## src/rtl/ckc_fifo.sv

```systemverilog
// Small register FIFO used for the op queue and the result buffer.
module ckc_fifo #(
  parameter int W     = 8,
  parameter int DEPTH = 4,
  localparam int PW   = (DEPTH > 1) ? $clog2(DEPTH) : 1,
  localparam int CW   = $clog2(DEPTH + 1)
) (
  input  logic          clk,
  input  logic          rst_n,
  input  logic          push_valid,
  output logic          push_ready,
  input  logic [W-1:0]  push_data,
  output logic          pop_valid,
  input  logic          pop_ready,
  output logic [W-1:0]  pop_data,
  output logic [CW-1:0] count
);

  logic [W-1:0]  slot_r [DEPTH];
  logic [PW-1:0] wr_ptr_r, wr_ptr_nxt;
  logic [PW-1:0] rd_ptr_r, rd_ptr_nxt;
  logic [CW-1:0] count_r, count_nxt;
  logic          do_push, do_pop;

  assign push_ready = (count_r != CW'(DEPTH));
  assign pop_valid  = (count_r != '0);
  assign pop_data   = slot_r[rd_ptr_r];
  assign count      = count_r;
  assign do_push    = push_valid && push_ready;
  assign do_pop     = pop_valid && pop_ready;

  always_comb begin
    wr_ptr_nxt = wr_ptr_r;
    rd_ptr_nxt = rd_ptr_r;
    count_nxt  = count_r;
    if (do_push) begin
      wr_ptr_nxt = (wr_ptr_r == PW'(DEPTH - 1)) ? '0 : wr_ptr_r + 1'b1;
    end
    if (do_pop) begin
      rd_ptr_nxt = (rd_ptr_r == PW'(DEPTH - 1)) ? '0 : rd_ptr_r + 1'b1;
    end
    if (do_push && !do_pop) begin
      count_nxt = count_r + 1'b1;
    end else if (do_pop && !do_push) begin
      count_nxt = count_r - 1'b1;
    end
  end

  always_ff @(posedge clk) begin
    if (!rst_n) begin
      wr_ptr_r <= '0;
      rd_ptr_r <= '0;
      count_r  <= '0;
    end else begin
      wr_ptr_r <= wr_ptr_nxt;
      rd_ptr_r <= rd_ptr_nxt;
      count_r  <= count_nxt;
    end
  end

  always_ff @(posedge clk) begin
    if (do_push) begin
      slot_r[wr_ptr_r] <= push_data;
    end
  end

  a_count_bound: assert property (@(posedge clk) disable iff (!rst_n)
    count_r <= CW'(DEPTH))
    else $error("fifo count above depth");

endmodule

```

## config.mk

```make
export PLATFORM = sky130hd
export DESIGN_NAME = ckc_fifo
export DESIGN_NICKNAME = d
export VERILOG_FILES = /design/src/rtl/ckc_fifo.sv
export SDC_FILE = /design/constraint.sdc
export NUM_CORES = 1
export LEC_CHECK = 0
export BUFFER_PORTS_ARGS = -buffer_cell sky130_fd_sc_hd__buf_4
export CAP_MARGIN = 20
export CORE_MARGIN = 4
export CORE_UTILIZATION = 49
export CTS_CLUSTER_SIZE = 30
export DETAILED_ROUTE_END_ITERATION = 10
export PLACE_DENSITY = 0.73
export SKIP_CTS_REPAIR_TIMING = 1
export SLEW_MARGIN = 20
export SYNTH_ARGS = -nofsm -noshare
export SYNTH_HDL_FRONTEND = slang
export SYNTH_SLANG_ARGS = --single-unit
export TNS_END_PERCENT = 20
```

## constraint.sdc

```tcl
create_clock -name clk -period 2.3 [get_ports clk]
set_input_delay 0.115 -clock clk [delete_from_list [all_inputs] [get_ports clk]]
set_output_delay 0.115 -clock clk [all_outputs]
set_load 0.1 [all_outputs]
```

Yosys cells after proc, flatten, opt, wreduce, memory -nomap -nowiden
Memory sizes are Yosys's and may differ from the RTL's. A register that Yosys moved wholly into a read port is not among the register bits. Index checks and enable logic that the tools add are counted.

Memory bits (writable): 32. Logic and storage cells: 27. Bits of input ports: 12. Memories kept: 1. Bits in latches: 0. Register bits: 7. Bits in read-only memories: 0.

Memory list: slot_r (words 4, bits a word 8, read ports 1, clocked after Yosys merged registers in 1, wr ports 1, line 19) `logic [W-1:0] slot_r [DEPTH];`.

$mul: 0. Reduce and logical (&&, ||, !) cells: 8. Shifts and indexed selects: 0. Muxes and demuxes: 8. Magnitude comparators: 0. Div/mod/pow operators: 0. Bitwise gates (word level): 0. Equality and inequality tests: 3. $add $sub $neg: 4.

Operators by type and width (number): $mux 2 (4); $mux 3 (2); $add 2x1->2 const B (2); $eq 2x2->1 const B (2); $logic_and 1x1->1 (4); $add 3x1->3 const B (1); $ne 3x3->1 const B (1); $reduce_bool 3->1 (1); $sub 3x1->3 const B (1); $logic_not 1->1 (2); $mux 1 (2); $reduce_bool 2->1 (1).

Depth between registers and ports, before layout
Depth after elaboration: 6. Mapped depth: 9. Mapped depth without buffers: 8.

Worst setup path before layout
OpenSTA, ideal clock, no wires.

Path kind: register to register. Start: register count_r[0] (netlist: count[0]). End: register count_r[2] (netlist: count[2]). Library setup time: 0.076 ns. Clock period less this slack: 3.328 ns. Cell stages (with the launch flop): 10. Path slack: -1.028 ns. Arrival time: 3.252 ns. Data required time: 2.224 ns. Cell sequence: dfxtp_1 > or3b_1 > clkbuf_2 > and2_4 > ha_1 > inv_1 > fa_1 > xor2_1 > or3_2 > a21boi_0.

Cells in the longest elaborated chain, start to end: 5. Elaborated cells between the ends (all ways): 13. Classes of those cells: add/sub: 2; eq/ne: 1; mux: 2; reduce/logical: 8.

Ends and longest elaborated chain: start, declared (line 22) `logic [CW-1:0] count_r, count_nxt;`; start signal, assigned (line 57) `count_r <= count_nxt;`; $ne 3x3->1 * (line 25) `assign push_ready = (count_r != CW'(DEPTH));`; net push_ready (line 11) `output logic push_ready,`; $logic_and 1x1->1 * (line 29) `assign do_push = push_valid && push_ready;`; net do_push (line 23) `logic do_push, do_pop;`; $logic_not 1->1 (line 44) `end else if (do_pop && !do_push) begin`; $logic_and 1x1->1 (line 44); $reduce_bool 2->1 (no line).

The timed path passes the listed nets; every way through them passes the cells marked *. The select of a mux whose other input is x is not followed. A chain may end at the register's enable or synchronous reset.

Worst setup path after layout
Start: register count_r[2] (netlist: count[2]). End: register count_r[2] (netlist: count[2]).

Cells in the longest elaborated chain, start to end: 5. Elaborated cells between the ends (all ways): 13. Classes of those cells: add/sub: 2; eq/ne: 1; mux: 2; reduce/logical: 8.

Ends and longest elaborated chain (line): $ne 3x3->1 * (25); $logic_and 1x1->1 * (29); net do_push (23); $logic_not 1->1 (44); $logic_and 1x1->1 (44); $reduce_bool 2->1 (no line).

Marked as above.

==> impl_metrics.ini <==
[final_layout]
final-instance-count-excl-fill = 174
multiInputGateArea_sq_um = 487
sequential_cell_area_sq_um = 1150
fillerInstances = 224
drive_above_1_share_pct = 42.3
finish.net_count = 148
design_area_sq_um = 2080
finalCoreUtilization_pct = 66.4
antennaDiodeCount = 0
areaGrowthSynthToFinish_pct = 26.9

[timing]
fmax_mhz = 498
finClkSkew_ps = 6.94
finalCriticalPeriod_ps = 2010
worstMarginPinSlew_ps = 549
timing_hold_violations_final = 0
worst_rel_slew_slack_pct = 63.4
final.period_utilization_pct = 87.4
setup_repair_after_global_routing_missed_its_margin = no
setup_violations = 0
slew_violations = 0

[critical_path]
timing.critical_path.to_type = register
start_kind = register
arrival_ps = 2290
regToRegStartpoint = count[2]
worst-r2r-cell-count = 8
critical_path.max_fanout = 7
timing.critical_path.required_ps = 2580
timing.critical_path.from = count[2]
path_class = register to register

[route]
drt_iter0_drc = 14
total_via_count_after_detailed_routing = 901
wire_length_on_met3_microns = 184
detail_route.first_pass.iterations = 4
route.final.wire_length_mm = 2.86
avgRoutedWirePerCell_microns = 16.4
met2RoutedLength_mm = 1.48
top_layer_used = met4
m1WireLength_mm = 1.12
ant_nets = 0
drt_drc_violations_left = 0
drt-vias-per-instance = 5.18

[global_routing]
number_of_global_route_vias_before_repair = 910
maximum_number_of_pins_on_one_net_before_global_route_repair = 14
grt_overflow_total = 0
antenna_found_initial = 0
grt_first_pass_wirelength_mm = 4.41
grt_usage_pct = 14.5

[cts]
clk-insertion-delay-late_ps = 350
cts-buffers-inserted = 5
numClockSinks = 41
clk_pin_slew_worst_paths_ps = 110
clk_root_buffer_cell = sky130_fd_sc_hd__clkbuf_4
tritoncts = yes
cts.htree.levels = 2
clk_path_buf_depth = 2

[worst_hold_path]
type_of_the_tightest_min_delay_check = primary input to register
worst_min_delay_path_startpoint = push_valid
worst_hold_path.num_cells = 3

[synthesis]
avgSynthCellArea_sq_um = 17.6
syn-num-nets = 112
synth_sequential_area_ratio_pct = 69.8
yosys_warnings = 0
synth.cell_area_sq_um = 1640
synth_cell_types = 26
syn_inst = 93
postSynthRegisterBits = 41

[placement]
placed_cell_area_sq_um = 1890
routability_cong = 0.717
dp.final_hpwl_mm = 1.84
number_of_buffer_cells_added_on_primary_ports = 24
placed_cells = 158

[run_status]
status = finished clean

[die]
dieArea_sq_um = 4330
die_w_microns = 65.8
ioPinCount = 25
placement_row_count = 20
placeableCoreArea_sq_um = 3130
floorplan.initialDensity_pct = 52.3
die_height_microns = 65.8

[run]
drv.max_cap_violation_count = 0
logic make-up after synthesis:
family | share of synthesized area, %
compound gates | 2.14
xor+xnor | 1.07
fa+ha+maj | 5.81
buf+inv | 1.76
flops | 69.8
mux | 12.2
simple gates | 7.19
cell usage after synthesis:
master | number | share of area, %
sky130_fd_sc_hd__nor2_1 | 2 | 0.46
sky130_fd_sc_hd__o31ai_1 | 1 | 0.46
sky130_fd_sc_hd__dfxtp_1 | 9 | 11
sky130_fd_sc_hd__buf_1 | 1 | 0.23
sky130_fd_sc_hd__nand2_1 | 5 | 1.1
sky130_fd_sc_hd__or3b_1 | 1 | 0.54
sky130_fd_sc_hd__a21boi_0 | 1 | 0.46
sky130_fd_sc_hd__mux2i_1 | 2 | 1.2
sky130_fd_sc_hd__clkbuf_1 | 1 | 0.23
sky130_fd_sc_hd__o21ai_0 | 4 | 1.2
sky130_fd_sc_hd__ha_1 | 6 | 4.6
sky130_fd_sc_hd__fa_1 | 1 | 1.2
sky130_fd_sc_hd__nand3_1 | 2 | 0.61
sky130_fd_sc_hd__and2_1 | 1 | 0.38
sky130_fd_sc_hd__buf_2 | 1 | 0.31
sky130_fd_sc_hd__xnor2_1 | 1 | 0.54
sky130_fd_sc_hd__clkbuf_2 | 1 | 0.31
sky130_fd_sc_hd__nand4_1 | 1 | 0.38
sky130_fd_sc_hd__nor2b_1 | 1 | 0.38
sky130_fd_sc_hd__and3_2 | 4 | 1.8
sky130_fd_sc_hd__xor2_1 | 1 | 0.54
sky130_fd_sc_hd__inv_1 | 3 | 0.69
sky130_fd_sc_hd__or3_2 | 2 | 0.92
sky130_fd_sc_hd__and2_4 | 1 | 0.54
sky130_fd_sc_hd__edfxtp_1 | 32 | 59
sky130_fd_sc_hd__mux4_2 | 8 | 11
layout by cell type, fill, tap and decap left out:
| cell type | count |
|---|---|
| sky130_fd_sc_hd__edfxtp_1 | 32 |
| sky130_fd_sc_hd__buf_4 | 25 |
| sky130_fd_sc_hd__mux4_2 | 8 |
| sky130_fd_sc_hd__dlygate4sd3_1 | 8 |
| sky130_fd_sc_hd__dfxtp_1 | 6 |
| sky130_fd_sc_hd__nand2_1 | 5 |
| sky130_fd_sc_hd__ha_1 | 5 |
| sky130_fd_sc_hd__clkbuf_4 | 5 |
| sky130_fd_sc_hd__and3_2 | 4 |
| sky130_fd_sc_hd__o21ai_0 | 4 |
| sky130_fd_sc_hd__dfxtp_4 | 3 |
| sky130_fd_sc_hd__inv_1 | 2 |
| sky130_fd_sc_hd__nor2_1 | 2 |
| sky130_fd_sc_hd__nand3_1 | 2 |
| sky130_fd_sc_hd__mux2i_1 | 2 |
| sky130_fd_sc_hd__bufinv_16 | 2 |
| sky130_fd_sc_hd__or3b_4 | 1 |
| sky130_fd_sc_hd__and2_4 | 1 |
| sky130_fd_sc_hd__o31ai_1 | 1 |
| sky130_fd_sc_hd__or3_2 | 1 |
| sky130_fd_sc_hd__inv_2 | 1 |
| sky130_fd_sc_hd__xnor2_1 | 1 |
| sky130_fd_sc_hd__and2_1 | 1 |
| sky130_fd_sc_hd__nand4_1 | 1 |
| sky130_fd_sc_hd__nor2b_1 | 1 |
| sky130_fd_sc_hd__xor2_1 | 1 |
| sky130_fd_sc_hd__or3_4 | 1 |
| sky130_fd_sc_hd__a21boi_1 | 1 |
| sky130_fd_sc_hd__fa_2 | 1 |
| sky130_fd_sc_hd__ha_4 | 1 |
| sky130_fd_sc_hd__clkinv_2 | 1 |
final timing paths:
path / end / slack [ps]
worst min register to register: wr_ptr_r[1] / 520
worst max-delay path: count[2] / 290
worst max register to register: count[2] / 290
worst min-delay path: wr_ptr_r[0] / 70
layer usage:
metal	vias to the layer above	global-route usage [%]
met5	-	0
met2	32	24.4
met3	10	5.44
li1	426	-
met1	433	16.0
met4	0	6.99
through the flow:
| stage | worst slack (ps) | hold WS (ps) | setup TNS (ps) |
|---|---|---|---|
| 3_3_place_gp | 361 | 314 | 0 |
| 6_report | 291 | 70.2 | 0 |
| 2_1_floorplan | -4.14 | 214 | -4.14 |
| 4_1_cts | 255 | -63.1 | 0 |
| 3_5_place_dp | 308 | 318 | 0 |
| 5_1_grt | 144 | 47.3 | 0 |
cell type report:
cell class / instances / area share [%]
flip-flops and latches: 41 / 55.5
repair buffers: 33 / 12.9
multi-input cells: 45 / 23.4
clock inverters: 3 / 3.13
inverters: 3 / 0.542
clock buffers: 5 / 1.81
well taps: 44 / 2.65
flip-flops by register name, summed over array words and instances (netlist names), named ones only:
| signal | flops |
|---|---|
| count | 3 |
| rd_ptr_r | 2 |
| slot_r | 32 |
| wr_ptr_r | 2 |
critical path, stage by stage (launching register included):
cell and delay [ps]:
sky130_fd_sc_hd__dfxtp_4 370, sky130_fd_sc_hd__or3b_4 260, sky130_fd_sc_hd__and2_4 170, sky130_fd_sc_hd__ha_4 140
sky130_fd_sc_hd__inv_2 40, sky130_fd_sc_hd__fa_2 340, sky130_fd_sc_hd__xor2_1 170, sky130_fd_sc_hd__or3_4 320
sky130_fd_sc_hd__a21boi_1 120
Power is not shown: default switching activity piles up to over one toggle a cycle in this logic, so the estimate is an artifact.
