$ cat src/rtl/ckc_pkg.sv
// Shared constants for the canonical k-mer counter: field layout, codes and register indexes.
package ckc_pkg;

  // Field widths fixed by the stream layout
  localparam int SYMBOL_W   = 8;
  localparam int INDEX_W    = 20;
  localparam int CODE_W     = 20;
  localparam int COUNT_W    = 16;
  localparam int IN_TDATA_W  = 32;   // symbol, read_index, zero pad
  localparam int OUT_TDATA_W = 40;   // kmer_code, count, zero pad

  // Configuration port
  localparam int CFG_IDX_W  = 1;
  localparam int CFG_DATA_W = 4;
  localparam logic [CFG_IDX_W-1:0] CFG_KMER_LEN  = 1'b0;
  localparam logic [CFG_IDX_W-1:0] CFG_CANONICAL = 1'b1;
  localparam logic [3:0] KMER_LEN_RESET  = 4'd10;
  localparam logic       CANONICAL_RESET = 1'b1;

  // Input selector and result kind
  localparam logic FUNC_PUSH  = 1'b0;
  localparam logic FUNC_READ  = 1'b1;
  localparam logic KIND_COUNT = 1'b0;
  localparam logic KIND_READ  = 1'b1;

  // Nucleotide characters and their 2-bit codes
  localparam logic [7:0] CHAR_A = 8'h41;
  localparam logic [7:0] CHAR_C = 8'h43;
  localparam logic [7:0] CHAR_G = 8'h47;
  localparam logic [7:0] CHAR_T = 8'h54;
  localparam logic [1:0] BASE_A = 2'd0;
  localparam logic [1:0] BASE_C = 2'd1;
  localparam logic [1:0] BASE_G = 2'd2;
  localparam logic [1:0] BASE_T = 2'd3;

endpackage

$ cat src/rtl/ckc_front.sv
// Front end: accept words, keep forward and reverse-complement windows, emit count/read ops.
module ckc_front #(
  parameter int K_MAX = 10,
  localparam int WW   = 2 * K_MAX,
  localparam int KW   = $clog2(K_MAX + 1)
) (
  input  logic                            clk,
  input  logic                            rst_n,
  input  logic                            cfg_we,
  input  logic [ckc_pkg::CFG_IDX_W-1:0]   cfg_addr,
  input  logic [ckc_pkg::CFG_DATA_W-1:0]  cfg_wdata,
  input  logic                            in_tvalid,
  output logic                            in_tready,
  input  logic [ckc_pkg::IN_TDATA_W-1:0]  in_tdata,
  input  logic                            in_tuser,
  input  logic                            clear_busy,
  output logic                            op_valid,
  input  logic                            op_ready,
  output logic                            op_is_read,
  output logic [WW-1:0]                   op_addr,
  output logic [ckc_pkg::CODE_W-1:0]      op_code
);

  logic [3:0]    klen_r;
  logic          canon_r;
  logic [WW-1:0] fw_r, fw_nxt;
  logic [WW-1:0] rc_r, rc_nxt;
  logic [KW-1:0] filled_r, filled_nxt;

  logic [KW-1:0] k;
  logic [WW-1:0] mask;
  logic [WW-1:0] rc_ins;
  logic [WW-1:0] key;
  logic [1:0]    base;
  logic          base_ok;
  logic          accept;
  logic          is_read;
  logic          hit;
  logic [ckc_pkg::SYMBOL_W-1:0] symbol;
  logic [ckc_pkg::INDEX_W-1:0]  read_index;
  logic [63:0]   ridx64;
  logic [63:0]   key64;

  assign symbol     = in_tdata[ckc_pkg::SYMBOL_W-1:0];
  assign read_index = in_tdata[ckc_pkg::SYMBOL_W +: ckc_pkg::INDEX_W];
  assign is_read    = (in_tuser == ckc_pkg::FUNC_READ);
  assign in_tready  = op_ready && !clear_busy;
  assign accept     = in_tvalid && in_tready;

  // Effective length: zero acts as one, oversize clamps to K_MAX
  always_comb begin
    if (klen_r == '0) begin
      k = KW'(1);
    end else if (32'(klen_r) > 32'(K_MAX)) begin
      k = KW'(K_MAX);
    end else begin
      k = KW'(klen_r);
    end
  end

  always_comb begin
    for (int i = 0; i < WW; i++) begin
      mask[i] = (i < 2 * int'(k));
    end
  end

  always_comb begin
    base_ok = 1'b1;
    unique case (symbol)
      ckc_pkg::CHAR_A: base = ckc_pkg::BASE_A;
      ckc_pkg::CHAR_C: base = ckc_pkg::BASE_C;
      ckc_pkg::CHAR_G: base = ckc_pkg::BASE_G;
      ckc_pkg::CHAR_T: base = ckc_pkg::BASE_T;
      default: begin
        base    = ckc_pkg::BASE_A;
        base_ok = 1'b0;
      end
    endcase
  end

  // Complement enters at the top base slot of the current length
  always_comb begin
    rc_ins = '0;
    for (int j = 0; j < K_MAX; j++) begin
      if (j == int'(k) - 1) begin
        rc_ins[2*j +: 2] = ~base;
      end
    end
  end

  always_comb begin
    fw_nxt     = ((fw_r << 2) | WW'(base)) & mask;
    rc_nxt     = ((rc_r >> 2) | rc_ins) & mask;
    filled_nxt = (filled_r < k) ? filled_r + 1'b1 : filled_r;
    hit        = !(filled_nxt < k);
    key        = (canon_r && (rc_nxt < fw_nxt)) ? rc_nxt : fw_nxt;
  end

  assign ridx64     = 64'(read_index);
  assign key64      = 64'(key);
  assign op_valid   = accept && (is_read || (base_ok && hit));
  assign op_is_read = is_read;
  assign op_addr    = is_read ? ridx64[WW-1:0] : key;
  assign op_code    = is_read ? read_index : key64[ckc_pkg::CODE_W-1:0];

  always_ff @(posedge clk) begin
    if (!rst_n) begin
      klen_r   <= ckc_pkg::KMER_LEN_RESET;
      canon_r  <= ckc_pkg::CANONICAL_RESET;
      fw_r     <= '0;
      rc_r     <= '0;
      filled_r <= '0;
    end else if (cfg_we) begin
      unique case (cfg_addr)
        ckc_pkg::CFG_KMER_LEN: begin
          klen_r   <= cfg_wdata[3:0];
          fw_r     <= '0;
          rc_r     <= '0;
          filled_r <= '0;
        end
        ckc_pkg::CFG_CANONICAL: begin
          canon_r <= cfg_wdata[0];
        end
        default: begin
          canon_r <= canon_r;
        end
      endcase
    end else if (accept && !is_read) begin
      if (base_ok) begin
        fw_r     <= fw_nxt;
        rc_r     <= rc_nxt;
        filled_r <= filled_nxt;
      end else begin
        fw_r     <= '0;
        rc_r     <= '0;
        filled_r <= '0;
      end
    end
  end

  a_filled_bound: assert property (@(posedge clk) disable iff (!rst_n)
    filled_r <= k)
    else $error("window fill above k-mer length");

  a_key_in_window: assert property (@(posedge clk) disable iff (!rst_n)
    (op_valid && !op_is_read) |-> ((op_addr & ~mask) == '0))
    else $error("counted key has bits above the window");

endmodule

$ cat config.mk
export PLATFORM = sky130hd
export DESIGN_NAME = ckc_front
export DESIGN_NICKNAME = d
export VERILOG_FILES = /design/src/rtl/ckc_pkg.sv /design/src/rtl/ckc_front.sv
export SDC_FILE = /design/constraint.sdc
export NUM_CORES = 1
export LEC_CHECK = 0
export BUFFER_PORTS_ARGS = -buffer_cell sky130_fd_sc_hd__clkbuf_2
export CORE_UTILIZATION = 30
export CTS_BUF_LIST = sky130_fd_sc_hd__clkbuf_8
export CTS_CLUSTER_SIZE = 28
export DETAILED_ROUTE_END_ITERATION = 8
export GPL_TIMING_DRIVEN = 0
export PLACE_DENSITY = 0.6
export SLEW_MARGIN = 15
export SYNTH_ARGS = -nofsm -noshare
export SYNTH_HDL_FRONTEND = slang
export SYNTH_SLANG_ARGS = --single-unit
$ cat constraint.sdc
create_clock -name clk -period 4.29 [get_ports clk]
set_input_delay 0.2145 -clock clk [delete_from_list [all_inputs] [get_ports clk]]
set_output_delay 0.2145 -clock clk [all_outputs]
set_load 0.01 [all_outputs]
* Word level (Yosys, flattened, before mapping)
Index checks and enable logic that the tools add are counted.
** Storage, ports and cells
- Register bits :: 47
** Operators by class
- $add $sub $neg :: 2
- $lt $le $gt $ge :: 24
- Equality and inequality tests :: 14
- Mux-type cells :: 28
- Bitwise gates (word level) :: 6
- Reduce and logical (&&, ||, !) cells :: 17
** Operators with widths (count)
- 2-to-1 mux 20 bit :: 6
- 2-to-1 mux 18 bit :: 3
- bitwise AND 20 bit :: 2
- less-than comparator 4 x 5 -> 1 bit (first input constant) :: 8
- equality test 8 x 7 -> 1 bit (second input constant) :: 4
- logical NOT 32 bit :: 1
- 2-to-1 mux 4 bit :: 7
- equality test 4 x 5 -> 1 bit (first input constant) :: 4
- less-than comparator 20 bit :: 1
- less-than comparator 3 x 5 -> 1 bit (first input constant) :: 4
- less-than comparator 5 bit (first input constant) :: 4
- 2-to-1 mux 2 bit :: 10
- OR 18 x 20 -> 20 bit :: 1
- OR 20 x 2 -> 20 bit :: 1
- equality test 3 x 5 -> 1 bit (first input constant) :: 2
- equality test 5 bit (first input constant) :: 2
- less-than comparator 1 x 5 -> 1 bit (first input constant) :: 2
- less-than comparator 2 x 5 -> 1 bit (first input constant) :: 2
- less-than comparator 4 bit :: 2
- logical AND 1 bit :: 6
- case mux 2 bit (3 select lines) :: 1
- AND reduction 2 bit :: 3
- equality test 2 x 5 -> 1 bit (first input constant) :: 1
- subtractor 4 x 1 -> 5 bit (second input constant) :: 1
- other kinds (11) :: 13

* Longest topological paths before layout
Gate-level depths: netlist (run 1).
- Depth after elaboration :: 12
- Depth in mapped cells :: 16
- Gate-level depth less buffers :: 14

* Least setup slack after synthesis (run 1)
Ideal clock, no wire load.
- Kind :: input -> output
- Start :: input in_tdata[3] in the netlist's numbering
- End :: output op_code[17] in the netlist's numbering
- Data arrival time :: 3.550 ns
- Required time :: 4.076 ns
- Path slack :: 0.525 ns
- Cell stages on the path :: 14
- Path buffers :: 2
- Path through :: nor4b_4 o211a_1 clkinv_1 a21oi_1 nor2_1 ha_1 nand4_1 nor2_1 a21boi_1 nor4_2 clkbuf_1 a31oi_1 o31ai_1 buf_4
** On the way
- Word-level cells in the longest chain between the ends :: 10
- Elaborated cells between the ends (all ways) :: 23
- Classes of those cells :: order compare (1); eq/ne (3); mux (13); bitwise (5); reduce/logical (1)
** RTL lines
- start, declared :: RTL line ckc_front.sv:14 : input logic [ckc_pkg::IN_TDATA_W-1:0] in_tdata,
- equality test 8 x 7 -> 1 bit :: RTL line ckc_front.sv:69 : unique case (symbol)
- case mux 2 bit (3 select lines) (*) :: RTL line ckc_front.sv:69
- inverter 2 bit :: RTL line ckc_front.sv:86 : rc_ins[2*j +: 2] = ~base;
- 2-to-1 mux 2 bit :: RTL line ckc_front.sv:85 : if (j == int'(k) - 1) begin
- OR 18 x 20 -> 20 bit :: RTL line ckc_front.sv:93 : rc_nxt = ((rc_r >> 2) | rc_ins) & mask;
- bitwise AND 20 bit :: RTL line ckc_front.sv:93
- less-than comparator 20 bit :: RTL line ckc_front.sv:96 : key = (canon_r && (rc_nxt < fw_nxt)) ? rc_nxt : fw_nxt;
- logical AND 1 bit :: RTL line ckc_front.sv:96
- 2-to-1 mux 20 bit (*) :: RTL line ckc_front.sv:96
- 2-to-1 mux 20 bit (*)
- end, declared :: RTL line ckc_front.sv:21 : output logic [ckc_pkg::CODE_W-1:0] op_code
Every way passes the cells marked *; elsewhere a longest branch is shown, timed or not.

* Worst setup path after layout (run 1)
- Start :: register klen_r[3]
- End :: output op_valid
** On the way
- Word-level cells in the longest chain between the ends :: 10
- Elaborated cells between the ends (all ways) :: 11
- Classes of those cells :: order compare (3); mux (3); reduce/logical (5)
** RTL lines
- start, declared :: RTL line ckc_front.sv:24 : logic [3:0] klen_r;
- start signal, assigned :: RTL line ckc_front.sv:108 : klen_r <= ckc_pkg::KMER_LEN_RESET;
- start signal, assigned :: RTL line ckc_front.sv:116 : klen_r <= cfg_wdata[3:0];
- > comparator 4 bit :: RTL line ckc_front.sv:54 : end else if (32'(klen_r) > 32'(K_MAX)) begin
- 2-to-1 mux 4 bit :: RTL line ckc_front.sv:54
- 2-to-1 mux 4 bit (*) :: RTL line ckc_front.sv:52 : if (klen_r == '0) begin
- less-than comparator 4 bit :: RTL line ckc_front.sv:94 : filled_nxt = (filled_r < k) ? filled_r + 1'b1 : filled_r;
- 2-to-1 mux 4 bit :: RTL line ckc_front.sv:94
- less-than comparator 4 bit (*) :: RTL line ckc_front.sv:95 : hit = !(filled_nxt < k);
- logical NOT 1 bit (*) :: RTL line ckc_front.sv:95
- logical AND 1 bit (*) :: RTL line ckc_front.sv:101 : assign op_valid = accept && (is_read || (base_ok && hit));
- logical OR 1 bit (*) :: RTL line ckc_front.sv:101
- logical AND 1 bit (*) :: RTL line ckc_front.sv:101
- end, declared :: RTL line ckc_front.sv:17 : output logic op_valid,
Marks and branches as above.

==> qor.log, run 1 <==
INFO  die            fp.coreArea=12,200um^2
INFO  sta            rsz0062_at_grt=true
INFO  sta            final.period_utilization=96.5%
INFO  setup_path     r2r_cells=11
INFO  clock_network  cts-hold-fix-buffers=0
INFO  yosys          yosysSeqAreaShare=23.8%
INFO  placed_design  finalWeightedCongestion=0.870
INFO  setup_path     reg2reg_to=filled_r[3]$_SDFFE_PN0P_
INFO  yosys          synth_warnings=0
INFO  drt            routed_wl=12,600um
INFO  yosys          netlist.top_cell.by_area=dfxtp_1
INFO  setup_path     timing.critical_path.fanout_max=11
INFO  yosys          synthTopCellsByCount=nor2_1, nand2_1, dfxtp_1
INFO  grt            antenna_violations_before_repair=0
INFO  yosys          synth.most_common_cell=nor2_1
INFO  sta            maxClockFrequency=0.242GHz
INFO  sta            max_slew_margin=48.9%
INFO  yosys          ys_seq_elements=45
INFO  die            die_area=13,100um^2
INFO  setup_path     reg2reg_from=klen_r[3]$_SDFFE_PN1P_
INFO  setup_path     cp_cell_sequence=buf_6, inv_1, clkbuf_4, nand2_1, ha_1, or2_2, o41ai_4, mux2_2, ha_1, a21o_1, a2111oi_1, nor2_1, o21ai_0, a21oi_1, clkbuf_2
INFO  sta            final_setup_violating_endpoints=0
INFO  yosys          synth_fp_nets=545
INFO  power          power.static_leakage=1.88nW
INFO  yosys          post_synth_num_cell_types=73
INFO  setup_path     worstPathArrival=3.93ns
INFO  setup_path     cp_slowest_stage_delay=0.43ns
INFO  setup_path     cp-start-kind=flip-flop
INFO  drt            ant_nets=0
INFO  cells_and_area layout.area.seq=902um^2
INFO  cells_and_area layout.filler_cells=1,259
INFO  job            max_cap_viol_count=0
INFO  die            die-height=114um
INFO  grt            grt_start_max_net_pins=15
INFO  sta            finalHoldViolCount=0
INFO  setup_path     critical_path.slowest_cell=o41ai_4
INFO  setup_path     critPathCaptureType=output port
INFO  placed_design  post-dp-hpwl=9980um
INFO  power          power.ir.vdd_worst=0.000181V
INFO  drt            drt_drc_violations_left=0
INFO  placed_design  place.port_buffers=81
INFO  sta            fin_worst_skew=0.00658ns
INFO  hold_path      worstHoldStart=cfg_wdata[1]
INFO  hold_path      hold_path_class=in -> reg
INFO  clock_network  tritoncts=built
INFO  clock_network  cts_max_path_buffers=2
INFO  clock_network  htree_num_levels=2
INFO  sta            min_period=4.14ns
INFO  clock_network  clk_pin_slew_worst_paths=0.09ns
INFO  yosys          dominant_cells_by_area_after_synthesis=dfxtp_1, ha_1, nor2_1, nand2_1, buf_4
INFO  clock_network  tritoncts.num_buffers=5
INFO  power          fin_total_pwr=1.12mW
INFO  yosys          synthFlopType=dfxtp_1
INFO  yosys          netlist_area=3780um^2
INFO  die            num_io_pins=87
INFO  hold_path      worstHoldPathCells=3
INFO  cells_and_area diodes=0
INFO  yosys          post_synthesis_cells=476
INFO  yosys          synthesis.area_per_instance=7.94um^2
INFO  cells_and_area fin_nets=638
INFO  drt            dr_total_vias=4,063
INFO  die            initial_utilization=31.1%
INFO  cells_and_area final_cells=738
INFO  hold_path      hold_end=klen_r[1]$_SDFFE_PN1P_
INFO  sta            worst-slew-pin-transition=0.761ns
INFO  status         status=completed
INFO  drt            routedWlPerCell=17.0um
INFO  yosys          synth_top_cell_area_share=23.8%
INFO  setup_path     regToRegSetupSlack=1.40ns
INFO  drt            firstDrtPassIters=5
INFO  cells_and_area areaGrowthSynthToFinish=22.6%
INFO  drt            number_of_drc_markers_in_iteration_0=311
INFO  grt            grt_pass1_wl=20,100um
INFO  placed_design  placement.cell_area=4400um^2
INFO  placed_design  placed_cells=725
INFO  setup_path     cp_data_required_time=4.08ns
INFO  cells_and_area core_occupancy_in_the_finished_layout=38.1%
INFO  clock_network  clkLatencyLatePin=0.30ns
INFO  cells_and_area final_layout_size_suffix_gt1_share=29.6%
INFO  die            rows=40
INFO  power          pwr_density_cell=241nW/um^2
INFO  drt            via_density_per_instance=5.51
INFO  setup_path     cell_seen_most_often_among_critical_path_stages=ha_1
INFO  sta            slew_violations=0
INFO  clock_network  cts_root_buffer=clkbuf_8
INFO  clock_network  clock-sinks=45
INFO  cells_and_area stdcell_area=4640um^2
INFO  cells_and_area multi_input_area=2550um^2
INFO  yosys          asyncSetResetFlopFracSynth=0%
INFO  setup_path     worst-setup-path-type=reg -> out
INFO  grt            grt_remaining_overflow=0
INFO  die            die_width=114um
INFO  yosys          synth_enable_flop_cells=0
INFO  grt            overall_global_routing_usage=19.5%
INFO  grt            number_of_global_route_vias_before_repair=3,880
[placed cells by master, fill, tap and decap left out, drive strengths merged, types with 6 or more instances in the layout]
cell     instances
a21oi           29
a22oi           14
a2bb2oi         13
a31o            11
a31oi           10
a32oi           17
a41oi           12
buf             43
clkbuf         106
dfxtp           45
ha              25
nand2           54
nand3            9
nand4            6
nor2            59
nor2b            6
nor3             6
o211ai           8
o21ai           15
[sequential cells by signal, indices dropped and copies added (netlist names)]
name,flops
canon_r,1
filled_r,4
fw_r,18
klen_r,4
rc_r,18
[report_power, final]
part	switching, mW	total [mW]	internal, mW
registers	0.00374	0.424	0.420
clock network	0.151	0.383	0.231
logic	0.180	0.313	0.133
total	0.335	1.12	0.784
[routing by layer]
metal | vias up | track usage [%] | wire length [um]
met4 | 0 | 7.71 | 507
met1 | 1912 | 25.7 | 5360
met2 | 152 | 32.2 | 6000
met3 | 37 | 2.59 | 687
li1 | 1962 | - | -
met5 | - | 0 | 0
[metrics by stage]
step	hold slack [ns]	TNS, ns	worst slack [ns]
5_1_grt	0.158	-0.156	-0.0519
3_5_place_dp	0.450	-12.82	-0.664
6_report	0.137	0	0.150
3_3_place_gp	0.450	-14.38	-0.701
4_1_cts	0.145	0	0.0262
2_1_floorplan	0.286	0	0.525
[worst max-delay path: cells and delay by family, from the launching register on]
kind	cells	cell delay, ns
AND/OR/NAND/NOR	3	0.53
multiplexers	1	0.38
AO/OA/AOI/OAI	5	1.24
adder cells (fa/ha/maj)	2	0.44
flip-flops	1	0.36
buffers and inverters	4	0.68
[repair_timing]
item | in CTS | in global routing
setup buffers | 0 | 5
resized for setup | 13 | 17
setup endpoints to repair | 41 | 41
pin swaps | 0 | 4
[cell type report]
cell class	instances	share of cell area [%]
plain buffers	58	8.12
clock buffers	5	1.48
clock inverters	3	1.40
inverters	6	0.513
multi-input cells	367	54.9
flip-flops and latches	45	19.5
well taps	168	4.53
repair buffers	86	9.55
[kinds of logic (layout without fill, tap and decap cells)]
| group | count (synthesis) | after routing | share of synthesized area, % |
|---|---|---|---|
| simple gates | 177 | 177 | 23.4 |
| xor+xnor | 2 | 2 | 0.463 |
| mux | 2 | 2 | 0.563 |
| flops | 45 | 45 | 23.8 |
| fa+ha+maj | 25 | 25 | 8.27 |
| compound gates | 161 | 161 | 33.3 |
| buf+inv | 64 | 158 | 10.2 |
[how the worst max path moves through the flow]
| stage | slack [ns] | start | cells past startpoint | to |
|---|---|---|---|---|
| floorplan | 0.53 | in_tdata[3] | 14 | op_code[17] |
| global placement | -0.70 | in_tdata[3] | 16 | op_code[17] |
| detailed placement | -0.66 | in_tdata[3] | 16 | op_code[17] |
| CTS | 0.03 | klen_r[0]$_SDFFE_PN0P_ | 15 | op_code[18] |
| global route | -0.05 | klen_r[2]$_SDFFE_PN0P_ | 15 | op_code[19] |
| finish | 0.15 | klen_r[3]$_SDFFE_PN1P_ | 15 | op_valid |
(Power assumes the default switching activity.)
==> inputs of run 2 (changes only) <==
- ABC_AREA: not set -> 1
==> run 2 against run 1 <==
Die area shrank 2.2%. Clock power up 2%. Clock skew is 0.010 ns higher. Count of clock-buffer cells in the layout unchanged. Via count down 4.3%. Critical endpoint is now op_code[14]. Largest cell class unchanged.
==> qor.log, run 2 <==
INFO  die            initial_utilization=30.8% [was 31.1%]
INFO  yosys          yosysSeqAreaShare=24.4% [was 23.8%]
INFO  drt            via_density_per_instance=4.68 [was 5.51]
INFO  yosys          synthFlopType=dfxtp_1 [unchanged]
INFO  yosys          netlist_area=3700um^2 [was 3780 um^2]
INFO  sta            min_period=3.91ns [was 4.14 ns]
INFO  power          pwr_density_cell=251nW/um^2 [was 241 nW/um^2]
INFO  clock_network  tritoncts.num_buffers=5 [unchanged]
INFO  clock_network  cts_root_buffer=clkbuf_8 [unchanged]
INFO  yosys          asyncSetResetFlopFracSynth=0% [unchanged]
INFO  drt            ant_nets=0 [unchanged]
INFO  cells_and_area layout_commonest_cell=nand2_1 [was clkbuf_2]
INFO  setup_path     worstPathArrival=3.69ns [was 3.93 ns]
INFO  drt            number_of_drc_markers_in_iteration_0=230 [was 311]
INFO  cells_and_area diodes=0 [unchanged]
INFO  power          power.static_leakage=2.29nW [was 1.88 nW]
INFO  grt            grt_pass1_wl=17,700um [was 20,100 um]
INFO  sta            final_setup_violating_endpoints=0 [unchanged]
INFO  hold_path      hold_path_class=in -> reg [unchanged]
INFO  placed_design  placed_cells=823 [was 725]
INFO  hold_path      worstHoldPathCells=3 [unchanged]
INFO  die            num_io_pins=87 [unchanged]
INFO  drt            routedWlPerCell=12.9um [was 17.0 um]
INFO  setup_path     cp_cell_sequence=buf_2, nor2_2, inv_2, nand2_1, nand2_1, nor2_1, nand2_1, a21oi_1, ha_1, nand2_1, nor2_1, nand3_1, nor2_1, nand4_1, a21oi_2, nor2_8, nand2_4, buf_6, nand2_1, nand3_1, nand2_1, buf_4, clkbuf_2 [was buf_6, inv_1, clkbuf_4, nand2_1, ha_1, or2_2, o41ai_4, mux2_2, ha_1, a21o_1, a2111oi_1, nor2_1, o21ai_0, a21oi_1, clkbuf_2]
INFO  hold_path      worstHoldStart=cfg_wdata[3] [was cfg_wdata[1]]
INFO  clock_network  clock-sinks=45 [unchanged]
INFO  sta            worst_slack=0.381ns [was 0.150 ns]
INFO  cells_and_area fin_nets=752 [was 638]
INFO  grt            number_of_global_route_vias_before_repair=3,690 [was 3,880]
INFO  clock_network  htree_num_levels=2 [unchanged]
INFO  sta            rsz0062_at_grt=false [was true]
INFO  yosys          synth.most_common_cell=nand2_1 [was nor2_1]
INFO  clock_network  clkLatencyLatePin=0.31ns [was 0.30 ns]
INFO  placed_design  dp_worst_setup_slack=0.752ns [was -0.664 ns]
INFO  clock_network  cts_repair_resized_insts=0 [was 13]
INFO  sta            max_slew_margin=57.0% [was 48.9%]
INFO  setup_path     cell_seen_most_often_among_critical_path_stages=nand2_1 [was ha_1]
INFO  placed_design  place.port_buffers=82 [was 81]
INFO  sta            fin_worst_skew=0.0167ns [was 0.00658 ns]
INFO  setup_path     critical_path.slowest_cell=a21oi_1 [was o41ai_4]
INFO  setup_path     worst-setup-path-type=reg -> out [unchanged]
INFO  yosys          synth_warnings=0 [unchanged]
INFO  sta            maxClockFrequency=0.256GHz [was 0.242 GHz]
INFO  placed_design  finalWeightedCongestion=0.838 [was 0.870]
INFO  grt            overall_global_routing_usage=17.4% [was 19.5%]
INFO  setup_path     reg2reg_from=klen_r[2]$_SDFFE_PN0P_ [was klen_r[3]$_SDFFE_PN1P_]
INFO  clock_network  clk_pin_slew_worst_paths=0.08ns [was 0.09 ns]
INFO  yosys          synth_top_cell_area_share=24.4% [was 23.8%]
INFO  die            die_width=113um [was 114 um]
INFO  hold_path      hold_end=klen_r[3]$_SDFFE_PN1P_ [was klen_r[1]$_SDFFE_PN1P_]
INFO  clock_network  cts_max_path_buffers=2 [unchanged]
INFO  setup_path     reg2reg_to=filled_r[3]$_SDFFE_PN0P_ [unchanged]
INFO  die            fp.coreArea=12,000um^2 [was 12,200 um^2]
INFO  drt            firstDrtPassIters=4 [was 5]
INFO  yosys          synthesis.area_per_instance=6.22um^2 [was 7.94 um^2]
INFO  setup_path     r2r_cells=15 [was 11]
INFO  cells_and_area mostFrequentLayoutCells=nand2_1, clkbuf_2, inv_1 [was clkbuf_2, nor2_1, nand2_1]
INFO  cells_and_area core_occupancy_in_the_finished_layout=36.8% [was 38.1%]
INFO  grt            antenna_violations_before_repair=0 [unchanged]
INFO  power          fin_total_pwr=1.11mW [was 1.12 mW]
INFO  setup_path     critPathCaptureType=output port [unchanged]
INFO  sta            finalHoldViolCount=0 [unchanged]
INFO  clock_network  cts-hold-fix-buffers=0 [unchanged]
INFO  clock_network  tritoncts=built [unchanged]
INFO  clock_network  post-cts-setup-buffer-count=0 [unchanged]
INFO  cells_and_area final_layout_size_suffix_gt1_share=24.0% [was 29.6%]
INFO  drt            drt_drc_violations_left=0 [unchanged]
INFO  setup_path     cp_data_required_time=4.08ns [about the same]
INFO  power          power.ir.vdd_worst=0.000178V [was 0.000181 V]
INFO  die            die_area=12,800um^2 [was 13,100 um^2]
INFO  sta            setup-tns-final=0ns [unchanged]
INFO  die            rows=40 [unchanged]
INFO  drt            routed_wl=10,700um [was 12,600 um]
INFO  yosys          netlist.top_cell.by_area=dfxtp_1 [unchanged]
INFO  grt            grt_remaining_overflow=0 [unchanged]
INFO  yosys          post_synth_num_cell_types=34 [was 73]
INFO  yosys          ys_seq_elements=45 [unchanged]
INFO  cells_and_area final_cells=831 [was 738]
INFO  sta            final.period_utilization=91.1% [was 96.5%]
INFO  yosys          synthTopCellsByCount=nand2_1, inv_1, nand3_1 [was nor2_1, nand2_1, dfxtp_1]
INFO  setup_path     cp-start-kind=flip-flop [unchanged]
INFO  sta            slew_violations=0 [unchanged]
INFO  yosys          post_synthesis_cells=594 [was 476]
INFO  sta            worst-slew-pin-transition=0.636ns [was 0.761 ns]
INFO  grt            grt_start_max_net_pins=15 [unchanged]
INFO  cells_and_area largestRegisters=fw_r: 18 flops, rc_r: 18 flops [unchanged]
INFO  cells_and_area areaGrowthSynthToFinish=19.7% [was 22.6%]
INFO  status         status=completed [unchanged]
INFO  job            max_cap_viol_count=0 [unchanged]
INFO  yosys          synth_fp_nets=663 [was 545]
INFO  setup_path     timing.critical_path.fanout_max=10 [was 11]
INFO  yosys          synth_enable_flop_cells=0 [unchanged]
INFO  drt            dr_total_vias=3,887 [was 4,063]
INFO  yosys          dominant_cells_by_area_after_synthesis=dfxtp_1, nand2_1, ha_1, nand3_1, a21oi_1 [was dfxtp_1, ha_1, nor2_1, nand2_1, buf_4]
INFO  setup_path     regToRegSetupSlack=2.17ns [was 1.40 ns]
INFO  placed_design  post-dp-hpwl=8670um [was 9980 um]
INFO  die            die-height=113um [was 114 um]
INFO  setup_path     cp_slowest_stage_delay=0.33ns [was 0.43 ns]
-- run 2: changes by cell type in the layout (fill, tap and decap cells not counted), sizes merged, moves of 9 or more --
cell / previous run / this run
a41oi: 12 / 0
a21oi: 29 / 58
clkbuf: 106 / 97
inv: 5 / 80
nand2: 54 / 214
nor2: 59 / 26
a31oi: 10 / 0
a22oi: 14 / 0
a2bb2oi: 13 / 0
a31o: 11 / 0
a32oi: 17 / 0
nand3: 9 / 63
-- run 2: area by class of cell --
type | count | area [um^2]
flip-flops and latches | 45 | 901
clock inverters | 3 | 65.1
well taps | 147 | 184
inverters | 80 | 305
multi-input cells | 423 | 2170
plain buffers | 46 | 319
clock buffers | 5 | 68.8
repair buffers | 82 | 410
fillers | 1354 | 7590
-- run 2: metal layers --
metal / track usage (%) / wire [um] / vias to the layer above
met2: 30.4 / 5050 / 98
li1: - / - / 2041
met3: 2.52 / 478 / 18
met4: 5.61 / 231 / 0
met5: 0 / 0 / -
met1: 22.1 / 4990 / 1730
-- run 2: metrics by stage --
step / hold slack, ns / cell area (um^2)
after global routing: 0.166 / 4430
after CTS: 0.148 / 4430
final: 0.143 / 4430
after global placement: 0.450 / 4290
after detailed placement: 0.455 / 4290
after floorplan: 0.313 / 3700
-- run 2: how the worst max path moves through the flow --
stage,to,slack [ns],depth (start not counted),start
after detailed placement,op_code[4],0.75,23,klen_r[2]$_SDFFE_PN0P_
final,op_code[14],0.38,23,klen_r[2]$_SDFFE_PN0P_
after CTS,op_code[15],0.40,23,klen_r[2]$_SDFFE_PN0P_
after global placement,op_code[14],0.72,23,klen_r[2]$_SDFFE_PN0P_
after floorplan,op_code[0],1.40,23,klen_r[2]$_SDFFE_PN0P_
after global routing,op_code[4],0.03,23,klen_r[2]$_SDFFE_PN0P_
-- run 2: power breakdown --
group | switching, mW | total [mW] | internal (mW)
clock | 0.160 | 0.391 | 0.232
sequential | 0.00169 | 0.422 | 0.420
combinational | 0.173 | 0.297 | 0.124
-- run 2: kinds of logic (layout without fill, tap and decap cells) --
family / after synthesis / after routing / share of synthesized area [%]
XOR/XNOR: 2 / 2 / 0.474
adder cells (fa/ha/maj): 25 / 25 / 8.46
buffers and inverters: 126 / 216 / 16.9
flip-flops: 45 / 45 / 24.4
AO/OA/AOI/OAI: 82 / 82 / 12.5
AND/OR/NAND/NOR: 314 / 314 / 37.3
-- run 2: worst max-delay path: cells and delay by family, from the launching register on --
family          cells  cell delay, ns
buf+inv             5            0.60
flops               1            0.30
fa+ha+maj           1            0.22
compound gates      2            0.62
simple gates       15            1.64
==> inputs of run 3 (changes only) <==
- CORE_UTILIZATION: 30 -> 40
- CTS_BUF_LIST: sky130_fd_sc_hd__clkbuf_8 -> sky130_fd_sc_hd__clkbuf_2 sky130_fd_sc_hd__clkbuf_4 sky130_fd_sc_hd__clkbuf_8
- GPL_TIMING_DRIVEN: 0 -> 1
- PLACE_DENSITY: 0.6 -> 0.72
==> run 3 against run 2 <==
Die area fell by 25%. Worst hold slack lost 0.0076 ns. Combinational power is 14% lower. Cell count fell by 10%. Largest power group unchanged.
==> qor.log, run 3 (synthesis gave the netlist of run 2 again) <==
INFO  sta            fin_worst_skew=0.0166ns [was 0.0167 ns]
INFO  hold_path      hold_path_class=in -> reg [unchanged]
INFO  cells_and_area mostFrequentLayoutCells=nand2_1, clkbuf_2, inv_1 [unchanged]
INFO  power          share_seq_of_total_power=44.3% [was 38.0%]
INFO  cells_and_area fin_nets=708 [was 752]
INFO  drt            routed_wl=9960um [was 10,700 um]
INFO  cells_and_area stdcell_area=4040um^2 [was 4430 um^2]
INFO  cells_and_area final_layout_size_suffix_gt1_share=20.5% [was 24.0%]
INFO  clock_network  cts_max_path_buffers=2 [unchanged]
INFO  setup_path     regToRegSetupSlack=2.12ns [was 2.17 ns]
INFO  sta            fin_worst_hold_slack=0.136ns [was 0.143 ns]
INFO  die            rows=34 [was 40]
INFO  sta            setup-tns-final=0ns [unchanged]
INFO  power          p_int=0.645mW [was 0.776 mW]
INFO  sta            slew_violations=0 [unchanged]
INFO  die            num_io_pins=87 [unchanged]
INFO  grt            antenna_violations_before_repair=0 [unchanged]
INFO  cells_and_area areaGrowthSynthToFinish=9.20% [was 19.7%]
INFO  drt            routedWlPerCell=13.3um [was 12.9 um]
INFO  setup_path     reg2reg_to=filled_r[3]$_SDFFE_PN0P_ [unchanged]
INFO  clock_network  clk_pin_slew_worst_paths=0.08ns [about the same]
INFO  sta            finalHoldViolCount=0 [unchanged]
INFO  cells_and_area layout_commonest_cell=nand2_1 [unchanged]
INFO  power          power.static_leakage=2.09nW [was 2.29 nW]
INFO  placed_design  placed_cells=740 [was 823]
INFO  grt            grt_pass1_wl=16,800um [was 17,700 um]
INFO  power          share_clk_of_total_power=29.3% [was 35.2%]
INFO  clock_network  clkLatencyLatePin=0.31ns [about the same]
INFO  clock_network  tritoncts=built [unchanged]
INFO  grt            number_of_global_route_vias_before_repair=3,725 [was 3,690]
INFO  clock_network  cts-hold-fix-buffers=0 [unchanged]
INFO  setup_path     worstPathArrival=3.61ns [was 3.69 ns]
INFO  sta            worst-slew-pin-transition=0.957ns [was 0.636 ns]
INFO  setup_path     r2r_cells=13 [was 15]
INFO  power          fin_total_pwr=0.962mW [was 1.11 mW]
INFO  die            die-height=98.1um [was 113 um]
INFO  drt            via_density_per_instance=5.13 [was 4.68]
INFO  drt            dr_total_vias=3,832 [was 3,887]
INFO  die            die_width=98.1um [was 113 um]
INFO  drt            ant_nets=0 [unchanged]
INFO  placed_design  post-dp-hpwl=7430um [was 8670 um]
INFO  sta            final_setup_violating_endpoints=0 [unchanged]
INFO  drt            firstDrtPassIters=7 [was 4]
INFO  job            max_cap_viol_count=0 [unchanged]
INFO  cells_and_area diodes=0 [unchanged]
INFO  die            fp.coreArea=8850um^2 [was 12,000 um^2]
INFO  clock_network  cts_root_buffer=clkbuf_8 [unchanged]
INFO  drt            number_of_drc_markers_in_iteration_0=200 [was 230]
INFO  sta            max_slew_margin=36.1% [was 57.0%]
INFO  die            die_area=9630um^2 [was 12,800 um^2]
INFO  sta            worst_slack=0.461ns [was 0.381 ns]
INFO  grt            grt_remaining_overflow=0 [unchanged]
INFO  setup_path     reg2reg_from=klen_r[2]$_SDFFE_PN0P_ [unchanged]
INFO  power          power.ir.vdd_worst=0.000112V [was 0.000178 V]
INFO  placed_design  dp_worst_setup_slack=0.684ns [was 0.752 ns]
INFO  setup_path     critPathCaptureType=output port [unchanged]
INFO  setup_path     cp_data_required_time=4.08ns [about the same]
INFO  sta            final.period_utilization=89.2% [was 91.1%]
INFO  clock_network  htree_num_levels=2 [unchanged]
INFO  hold_path      worstHoldStart=cfg_wdata[1] [was cfg_wdata[3]]
INFO  status         status=completed [unchanged]
INFO  drt            drt_drc_violations_left=0 [unchanged]
INFO  power          total_switching_power=0.317mW [was 0.335 mW]
INFO  cells_and_area core_occupancy_in_the_finished_layout=45.6% [was 36.8%]
INFO  die            initial_utilization=41.8% [was 30.8%]
INFO  power          swShare=33.0% [was 30.1%]
INFO  grt            overall_global_routing_usage=21.3% [was 17.4%]
INFO  clock_network  post-cts-setup-buffer-count=0 [unchanged]
INFO  sta            min_period=3.83ns [was 3.91 ns]
INFO  grt            grt_start_max_net_pins=41 [was 15]
INFO  setup_path     cp-start-kind=flip-flop [unchanged]
INFO  power          pwr_density_cell=238nW/um^2 [was 251 nW/um^2]
INFO  placed_design  finalWeightedCongestion=0.863 [was 0.838]
INFO  power          combinationalPowerShare=26.4% [was 26.8%]
INFO  sta            rsz0062_at_grt=false [unchanged]
INFO  hold_path      worstHoldPathCells=3 [unchanged]
INFO  setup_path     timing.critical_path.fanout_max=20 [was 10]
INFO  sta            maxClockFrequency=0.261GHz [was 0.256 GHz]
INFO  cells_and_area largestRegisters=fw_r: 18 flops, rc_r: 18 flops [unchanged]
INFO  setup_path     worst-setup-path-type=reg -> out [unchanged]
INFO  placed_design  placement.cell_area=3950um^2 [was 4290 um^2]
INFO  placed_design  place.port_buffers=82 [unchanged]
INFO  hold_path      hold_end=klen_r[1]$_SDFFE_PN1P_ [was klen_r[3]$_SDFFE_PN1P_]
INFO  clock_network  clock-sinks=45 [unchanged]
INFO  cells_and_area final_cells=747 [was 831]
INFO  clock_network  tritoncts.num_buffers=5 [unchanged]
-- run 3: cell count changes in the layout (fill, tap and decap cells not counted) --
cell,previous run,this run
clkbuf_1,10,0
buf_2,6,0
buf_6,7,0
nor2_4,0,1
buf_4,23,2
dfxtp_1,45,44
clkbuf_8,5,6
clkbuf_4,0,1
bufinv_16,2,0
nor2_1,22,21
clkinv_2,1,0
dfxtp_2,0,1
-- run 3: cell type report --
class	count	area (um^2)
Fill cell	924	4810
Multi-Input combinational cell	423	2180
Sequential cell	45	902
Timing Repair Buffer	84	425
Inverter	80	305
Tap cell	108	135
Clock buffer	7	90.1
-- run 3: worst max-delay path by stage --
stage | from | endpoint | slack, ns | cells after the start
2_1_floorplan | klen_r[2]$_SDFFE_PN0P_ | op_code[0] | 1.40 | 23
3_3_place_gp | klen_r[3]$_SDFFE_PN1P_ | op_code[19] | 0.72 | 19
3_5_place_dp | klen_r[3]$_SDFFE_PN1P_ | op_addr[19] | 0.68 | 19
4_1_cts | klen_r[3]$_SDFFE_PN1P_ | op_addr[19] | 0.34 | 19
5_1_grt | klen_r[3]$_SDFFE_PN1P_ | op_code[1] | 0.06 | 19
6_report | klen_r[3]$_SDFFE_PN1P_ | op_addr[19] | 0.46 | 19
-- run 3: metal layers --
metal | GRT usage (%) | wire length, um | share of wire, % | up-vias
met4 | 6.31 | 157 | 1.6 | 0
met2 | 38.2 | 4880 | 49 | 115
met3 | 3.44 | 598 | 6.0 | 18
li1 | - | - | - | 1954
met1 | 26.0 | 4320 | 43 | 1745
met5 | 0 | 0 | 0 | -
-- run 3: repair_timing --
action                                 CTS  global route
endpoints found under the hold margin    0             0
resized for setup                        0             1
setup endpoints to repair                0            38
-- run 3: critical path, cell delays in order, from the launching register on --
cell and delay [ns]:
dfxtp_2 0.49, inv_6 0.10, nand2_2 0.16, nand2_1 0.09, nand2_1 0.08, inv_1 0.08
nor2_1 0.13, nand2_1 0.08, o21ai_0 0.19, ha_1 0.32, a21oi_1 0.15, o21ai_0 0.11
nand2_1 0.06, o2111ai_1 0.26, nor2_8 0.30, nand2_4 0.21, nand2_1 0.12, nand3_1 0.11
nand2_1 0.13, clkbuf_2 0.14
-- run 3: power groups by stage --
stage	Clock [mW]	Sequential, mW	Combinational (mW)
floorplan	0	0.432	0.202
global placement	0	0.435	0.248
detailed placement	0	0.436	0.253
CTS	0.283	0.426	0.255
global route	0.300	0.426	0.285
finish	0.282	0.426	0.254
